===== src/rtl/lde_pkg.sv =====
// Package for the linked deque engine: sizes, codes and controller state type.
package lde_pkg;
   localparam int Capacity   = 64;
   localparam int SlotWidth  = $clog2(Capacity);
   localparam int LinkWidth  = SlotWidth + 1;
   localparam int ValueWidth = 32;
   localparam int CountWidth = 7;

   typedef enum logic [2:0] {
      REQ_PUSH_FRONT = 3'd0, REQ_PUSH_REAR = 3'd1, REQ_POP_FRONT = 3'd2,
      REQ_POP_REAR = 3'd3, REQ_INS_AFTER = 3'd4, REQ_INS_BEFORE = 3'd5,
      REQ_DELETE = 3'd6, REQ_NONE = 3'd7
   } req_code_type;

   typedef enum logic [1:0] {
      ST_OK = 2'd0, ST_EMPTY = 2'd1, ST_NOKEY = 2'd2, ST_FULL = 2'd3
   } status_type;

   typedef enum logic [3:0] {
      S_IDLE, S_DECIDE, S_SEARCH_RD, S_SEARCH_CMP, S_UNLINK_RD, S_UNLINK_WR,
      S_LINK_RD, S_LINK_WR, S_ENDS_RD, S_ENDS_WAIT, S_RESPOND
   } state_type;

   localparam logic [LinkWidth-1:0] NilSlot = LinkWidth'(Capacity);

   // Command from controller to datapath.
   typedef struct packed {
      logic       load;       // capture request
      logic       decide;     // compute first status
      logic       search_rd;  // read node at cursor
      logic       search_cmp; // compare and advance
      logic       unlink_rd;  // read links of victim
      logic       unlink_wr;  // splice victim out
      logic       link_rd;    // read neighbour link for insert
      logic       link_wr;    // write new node
      logic       ends_rd;    // read head and tail values
      logic       ends_cap;   // capture head and tail values
      logic       set_nokey;
   } cmd_type;

   // Status from datapath to controller.
   typedef struct packed {
      logic       done_early; // status decided, no change
      logic       is_delete;  // unlink path
      logic       needs_search;
      logic       found;
      logic       exhausted;
   } stat_type;
endpackage


===== src/rtl/lde_ctrl.sv =====
// Controller state machine that sequences one request through the datapath.
module lde_ctrl (
   input  logic               clock,
   input  logic               reset,
   input  logic               req_valid,
   output logic               req_ready,
   output logic               rsp_valid,
   input  logic               rsp_ready,
   output lde_pkg::cmd_type   cmd,
   input  lde_pkg::stat_type  stat
);
   lde_pkg::state_type state_ff, state_in;

   always_ff @(posedge clock) begin
      if (reset) state_ff <= lde_pkg::S_IDLE;
      else state_ff <= state_in;
   end

   always_comb begin
      state_in = state_ff;
      case (state_ff)
         lde_pkg::S_IDLE: if (req_valid) state_in = lde_pkg::S_DECIDE;
         lde_pkg::S_DECIDE: begin
            if (stat.done_early) state_in = lde_pkg::S_ENDS_RD;
            else if (stat.needs_search) state_in = lde_pkg::S_SEARCH_RD;
            else if (stat.is_delete) state_in = lde_pkg::S_UNLINK_RD;
            else state_in = lde_pkg::S_LINK_RD;
         end
         lde_pkg::S_SEARCH_RD: state_in = lde_pkg::S_SEARCH_CMP;
         lde_pkg::S_SEARCH_CMP: begin
            if (stat.found) begin
               if (stat.is_delete) state_in = lde_pkg::S_UNLINK_RD;
               else state_in = lde_pkg::S_LINK_RD;
            end else if (stat.exhausted) state_in = lde_pkg::S_ENDS_RD;
            else state_in = lde_pkg::S_SEARCH_RD;
         end
         lde_pkg::S_UNLINK_RD: state_in = lde_pkg::S_UNLINK_WR;
         lde_pkg::S_UNLINK_WR: state_in = lde_pkg::S_ENDS_RD;
         lde_pkg::S_LINK_RD: state_in = lde_pkg::S_LINK_WR;
         lde_pkg::S_LINK_WR: state_in = lde_pkg::S_ENDS_RD;
         lde_pkg::S_ENDS_RD: state_in = lde_pkg::S_ENDS_WAIT;
         lde_pkg::S_ENDS_WAIT: state_in = lde_pkg::S_RESPOND;
         lde_pkg::S_RESPOND: if (rsp_ready) state_in = lde_pkg::S_IDLE;
         default: state_in = lde_pkg::S_IDLE;
      endcase
   end

   always_comb begin
      cmd = '0;
      req_ready = 1'b0;
      rsp_valid = 1'b0;
      case (state_ff)
         lde_pkg::S_IDLE: begin
            req_ready = 1'b1;
            cmd.load = req_valid;
         end
         lde_pkg::S_DECIDE: cmd.decide = 1'b1;
         lde_pkg::S_SEARCH_RD: cmd.search_rd = 1'b1;
         lde_pkg::S_SEARCH_CMP: begin
            cmd.search_cmp = 1'b1;
            cmd.set_nokey = !stat.found && stat.exhausted;
         end
         lde_pkg::S_UNLINK_RD: cmd.unlink_rd = 1'b1;
         lde_pkg::S_UNLINK_WR: cmd.unlink_wr = 1'b1;
         lde_pkg::S_LINK_RD: cmd.link_rd = 1'b1;
         lde_pkg::S_LINK_WR: cmd.link_wr = 1'b1;
         lde_pkg::S_ENDS_RD: cmd.ends_rd = 1'b1;
         lde_pkg::S_ENDS_WAIT: cmd.ends_cap = 1'b1;
         lde_pkg::S_RESPOND: rsp_valid = 1'b1;
         default: ;
      endcase
   end
endmodule


===== config.mk =====
export PLATFORM = sky130hd
export DESIGN_NAME = lde_ctrl
export DESIGN_NICKNAME = d
export VERILOG_FILES = /design/src/rtl/lde_pkg.sv /design/src/rtl/lde_ctrl.sv
export SDC_FILE = /design/constraint.sdc
export NUM_CORES = 1
export LEC_CHECK = 0
export BUFFER_PORTS_ARGS = -buffer_cell sky130_fd_sc_hd__buf_4
export CAP_MARGIN = 20
export CORE_AREA = 5 5 42 44
export CTS_CLUSTER_SIZE = 20
export DETAILED_ROUTE_END_ITERATION = 7
export DIE_AREA = 0 0 47 49
export HOLD_SLACK_MARGIN = 0.08
export PLACE_DENSITY_LB_ADDON = 0.15
export REMOVE_ABC_BUFFERS = 1
export SLEW_MARGIN = 30
export SYNTH_ARGS = -nofsm -noshare
export SYNTH_HDL_FRONTEND = slang
export SYNTH_SLANG_ARGS = --single-unit

===== constraint.sdc =====
create_clock -name clock -period 3 [get_ports clock]
set_clock_uncertainty 0.15 [all_clocks]
set_input_delay 0.6 -clock clock [delete_from_list [all_inputs] [get_ports clock]]
set_output_delay 0.6 -clock clock [all_outputs]
set_load 0.01 [all_outputs]

==> results.json, run 1 <==
{
  "die_y_um": 49,
  "crit_path_start_kind": "flop",
  "hold_viol": 0,
  "clkLatencyLatePin_ns": 0.23,
  "pin_count": 22,
  "antenna_found_initial": 0,
  "largest_reg_flops": 4,
  "status": "finished clean",
  "r2r_slack_ns": 1.29,
  "path_clk_slew_ns": 0.04,
  "coreArea_um2": 1401,
  "synthCells": 49,
  "critPathMaxStageDelay_ns": 0.47,
  "die_x_um": 47,
  "hold_buffers": 0,
  "cts_resized": 0,
  "syn2layout_area_growth_pct": 50.90,
  "grt_pass1_vias": 406,
  "fin_crit_sh_pct": 77.67,
  "pre_cts_ws_ns": 0.8705,
  "cp-end-kind": "primary output",
  "drv_slew": 0,
  "synth_area_leader_cell": "dfxtp_1",
  "fin_ws_ns": 0.6698,
  "ir_drop_v": 0.0002225,
  "crit_chain": "or2b_1 > or3_1 > inv_1 > buf_4",
  "postSynthAreaPerCell_um2": 7.073,
  "leakage_nw": 0.2278,
  "r2r-end": "state_ff[1]$_SDFFE_PP0P_",
  "clk_path_buf_depth": 2,
  "detail_route.wl_per_cell_um": 12.24,
  "cts_setup_buffers": 0,
  "globalRouteTotalUtil_pct": 10.49,
  "drc": 0,
  "cts-root-buf": "clkbuf_4",
  "start_util_pct": 24.73,
  "dp_hpwl_um": 817.3,
  "top_regs": "state_ff x4",
  "synth_cell_types": 25,
  "ys_seq_area_share_pct": 23.10,
  "path_buf_inv": 2,
  "crit_cells": 4,
  "min_period_ns": 2.330,
  "io_buffers": 21,
  "via_count": 422,
  "maxCapViolations": 0,
  "cp.required_ns": 2.25,
  "setup_viol": 0,
  "dpl_cell_area_um2": 500.5,
  "h-tree-depth": 1,
  "cts_tree": "yes",
  "cts.sinks": 4,
  "yosys_warnings": 0,
  "tightest_slew_ns": 0.4035,
  "r2r_start": "state_ff[0]$_SDFFE_PP0P_",
  "die-area_um2": 2303,
  "crit_path_top_delay_cell": "dfxtp_1",
  "dr.pass1.iters": 2,
  "worst-r2r-cell-count": 3,
  "min_from": "reset",
  "regMostFlops": "state_ff",
  "drtAntennaViolNets": 0,
  "gp_congestion": 0.7027,
  "whs_ns": 0.4182,
  "rsz0062_at_grt": "false",
  "maxSlewHeadroom_pct": 73.06,
  "drive_gt1_share_pct": 36.23,
  "worstSetupPathType": "reg -> out",
  "nNetsFinal": 80,
  "synth-seq-cells": 4,
  "crit_fanout": 10,
  "crit_end": "cmd[0]",
  "grt_max_degree": 14,
  "min_path_type": "in -> reg",
  "antenna_cells": 0,
  "synth_area_um2": 346.6,
  "grt_overflow": 0,
  "via_per_inst": 4.965,
  "fmax_ghz": 0.4292,
  "synth_top_area_share_pct": 23.10,
  "drtIter0Drc": 8,
  "finalSetupTns_ns": 0,
  "cpLargestDelayFamily": "simple AND/OR/NAND/NOR gates",
  "final_area_um2": 523.0,
  "rows": 14,
  "power-per-cell-area_nw_per_um2": 444.1,
  "grt_pass1_wl_mm": 1.759,
  "synth_area_leaders": "dfxtp_1, nand2b_1, nor3_1",
  "worstPathArrival_ns": 1.58,
  "cts_buffers": 3,
  "wl_mm": 1.040,
  "crit_start": "state_ff[1]$_SDFFE_PP0P_"
}
## cell families after synthesis
family / synth area share (%)
compound gates: 18.77
buf+inv: 9.025
flops: 23.11
simple gates: 49.10
## synthesized netlist by cell type (all sizes together)
library cell / count
a2111oi: 1
a21o: 2
a21oi: 2
a31oi: 2
a41oi: 1
and2: 1
and4bb: 1
buf: 1
clkbuf: 3
dfxtp: 4
inv: 2
nand2: 1
nand2b: 6
nand3: 1
nand3b: 1
nand4b: 1
nor2: 6
nor2b: 1
nor3: 5
o21ai: 2
or2: 1
or2b: 1
or3: 1
or4: 2
## cells in the final DEF (no fill, tap or decap)
cell type,instances
nand2_1,1
a21oi_1,2
buf_4,21
nor2_1,6
or2b_1,1
o21ai_0,2
a31oi_1,2
and4bb_2,1
or4_1,2
nor2b_1,1
or2_1,1
clkbuf_4,3
dfxtp_1,4
nor3_1,5
a2111oi_0,1
nand4b_1,1
and2_1,1
nand3b_1,1
nand3_1,1
inv_1,2
a41oi_1,1
nand2b_1,6
a21o_1,2
or3_1,1
## metal layers
layer  track usage (%)  wire [um]  vias up
met1             11.62        402      199
met3             4.059         62        0
met5                 0          0        -
met4             4.147          0        0
li1                  -          -      214
met2             17.19        575        9
## power breakdown
group          internal [mW]  switching (mW)
Sequential            0.0604          0.0177
Combinational         0.0475          0.0409
Clock                 0.0447          0.0212
Total                  0.153          0.0797
## how the worst min path moves through the flow
| stage | slack [ns] | depth (start not counted) | to |
|---|---|---|---|
| 2_1_floorplan | 0.39 | 2 | state_ff[1]$_SDFFE_PP0P_ |
| 3_3_place_gp | 0.47 | 2 | state_ff[1]$_SDFFE_PP0P_ |
| 3_5_place_dp | 0.47 | 2 | state_ff[1]$_SDFFE_PP0P_ |
| 4_1_cts | 0.41 | 2 | state_ff[1]$_SDFFE_PP0P_ |
| 5_1_grt | 0.41 | 2 | state_ff[1]$_SDFFE_PP0P_ |
| 6_report | 0.42 | 2 | state_ff[2]$_SDFFE_PP0P_ |
## layout make-up
cell class                      count  area, um^2
Fill cell                         156       878.3
Sequential cell                     4       80.08
Clock buffer                        3       22.52
Tap cell                           16       20.02
Timing Repair Buffer               21       157.7
Inverter                            2       7.507
Multi-Input combinational cell     39       235.2
## metrics by stage
stage	total power, mW	std cells	utilization [%]
2_1_floorplan	0.1224	45	-
3_3_place_gp	0.1688	82	35.71
3_5_place_dp	0.1687	82	35.71
4_1_cts	0.2368	85	37.32
5_1_grt	0.2517	85	37.32
6_report	0.2323	85	37.32
No activity file was read; power rests on OpenSTA's default activity.
==> run 2, diff against run 1 <==
- clock period: 3 -> 2.1 ns (I/O delays scaled with it)
==> results.json, run 2 (synthesis results as in run 1) <==
{
  "p_total_mw": 0.3654,
  "dp_hpwl_um": 835.3,
  "min_period_ns": 2.029,
  "grt_pass1_vias": 405,
  "die-area_um2": 2303,
  "grt_pass1_wl_mm": 1.738,
  "min_from": "reset",
  "fillers": 158,
  "start_util_pct": 24.73,
  "largest_reg_flops": 4,
  "setup_viol": 0,
  "antenna_cells": 0,
  "rows": 14,
  "crit_fanout": 9,
  "die_x_um": 47,
  "power-per-cell-area_nw_per_um2": 647.5,
  "cts.sinks": 4,
  "hold_viol": 0,
  "path_clk_slew_ns": 0.04,
  "r2r-end": "state_ff[1]$_SDFFE_PP0P_",
  "r2r_slack_ns": 0.52,
  "p_sw_share_pct": 35.18,
  "leakage_nw": 0.2520,
  "worst-r2r-cell-count": 3,
  "grt_overflow": 0,
  "crit_path_top_delay_cell": "or3_1",
  "coreArea_um2": 1401,
  "cpLargestDelayFamily": "simple AND/OR/NAND/NOR gates",
  "r2r_start": "state_ff[2]$_SDFFE_PP0P_",
  "min_path_type": "in -> reg",
  "maxSlewHeadroom_pct": 79.43,
  "p_int_mw": 0.2368,
  "fmax_ghz": 0.4928,
  "final_area_um2": 564.3,
  "worstSetupPathType": "reg -> out",
  "p_sw_mw": 0.1286,
  "ir_drop_v": 0.0001907,
  "final_common_cell": "buf_4",
  "comb_power_share_pct": 43.9,
  "syn2layout_area_growth_pct": 62.82,
  "drive_gt1_share_pct": 41.89,
  "antenna_found_initial": 0,
  "via_count": 433,
  "cp-end-kind": "primary output",
  "path_buf_inv": 2,
  "top_regs": "state_ff x4",
  "h-tree-depth": 1,
  "status": "finished clean",
  "tightest_slew_ns": 0.3008,
  "wl_mm": 1.096,
  "hold_buffers": 0,
  "crit_chain": "or2b_1 > or3_1 > inv_1 > buf_4",
  "nNetsFinal": 85,
  "rsz0062_at_grt": "false",
  "dpl_cell_area_um2": 523.0,
  "cts_tree": "yes",
  "clk_path_buf_depth": 2,
  "p_seq_share_pct": 27.0,
  "finalSetupTns_ns": 0,
  "worstPathArrival_ns": 1.46,
  "cts-root-buf": "clkbuf_4",
  "globalRouteTotalUtil_pct": 10.65,
  "via_per_inst": 4.811,
  "cts_buffers": 3,
  "maxCapViolations": 0,
  "io_buffers": 21,
  "regMostFlops": "state_ff",
  "pwr-share-clk_pct": 29.1,
  "hold_end": "state_ff[1]$_SDFFE_PP0P_",
  "drtIter0Drc": 3,
  "pin_count": 22,
  "drtAntennaViolNets": 0,
  "min_path_cells": 2,
  "cp.required_ns": 1.53,
  "critPathMaxStageDelay_ns": 0.39,
  "die_y_um": 49,
  "grt_max_degree": 13,
  "final_cell_mix": "buf_4, nand2b_1, nor2_1",
  "detail_route.wl_per_cell_um": 12.18,
  "fin_crit_sh_pct": 96.62,
  "gp_congestion": 0.8007,
  "final_util_pct": 40.27,
  "drc": 0,
  "crit_path_start_kind": "flop",
  "drv_slew": 0,
  "clkLatencyLatePin_ns": 0.25,
  "dr.pass1.iters": 4
}
-- run 2: cell count changes in the layout (fill, tap and decap cells not counted) --
cell / previous run / this run
dfxtp_4: 0 / 1
buf_4: 21 / 26
dfxtp_1: 4 / 3
-- run 2: through the flow --
stage	setup WS, ns	instances	hold slack [ns]
after floorplan	0.3576	45	0.3391
after global placement	0.2388	85	0.4486
after detailed placement	0.2249	85	0.4441
after CTS	0.03070	88	0.2060
after global routing	0.006988	90	0.2068
final	0.07093	90	0.2037
-- run 2: metal layers --
layer | up-vias | track usage, % | wire length, um
li1 | 226 | - | -
met1 | 193 | 13.02 | 481
met2 | 11 | 15.16 | 536
met3 | 3 | 1.476 | 49
met4 | 0 | 9.677 | 29
met5 | - | 0 | 0
-- run 2: layout make-up --
cell class              count  area [um^2]  share of cell area [%]
clock buffers               3        22.52                   3.991
repair buffers             26        195.2                   34.59
well taps                  16        20.02                   3.548
multi-input cells          39        235.2                   41.69
inverters                   2        7.507                   1.330
flip-flops and latches      4        83.83                   14.86
-- run 2: how the worst max path moves through the flow --
stage                             startpoint  slack (ns)  cells after the start      end
finish              state_ff[2]$_SDFFE_PP0P_        0.07                      4   cmd[0]
global route        state_ff[2]$_SDFFE_PP0P_       0.007                      4   cmd[0]
floorplan           state_ff[1]$_SDFFE_PP0P_        0.36                      3  cmd[10]
CTS                 state_ff[1]$_SDFFE_PP0P_        0.03                      4   cmd[0]
global placement    state_ff[1]$_SDFFE_PP0P_        0.24                      4   cmd[0]
detailed placement  state_ff[1]$_SDFFE_PP0P_        0.22                      4   cmd[0]
-- run 2: worst reg2reg max path: cells and delay by family, from the launching register on --
kind               cells  cell delay (ns)
AOI/OAI and AO/OA      1             0.17
and+or+nand+nor        2             0.82
DFF                    1             0.37
-- run 2: power by group through the flow --
stage                     logic, mW  clock network [mW]  registers [mW]
after global placement        0.155                   0          0.0984
after detailed placement      0.154                   0          0.0987
final                         0.160               0.106          0.0986
after floorplan              0.0707                   0           0.104
after CTS                     0.154               0.109          0.0979
after global routing          0.177               0.114           0.101
-- run 2: repair_timing --
action,CTS,global route
gates resized for setup,1,1
endpoints found under the setup margin,1,1
buffers inserted,0,2
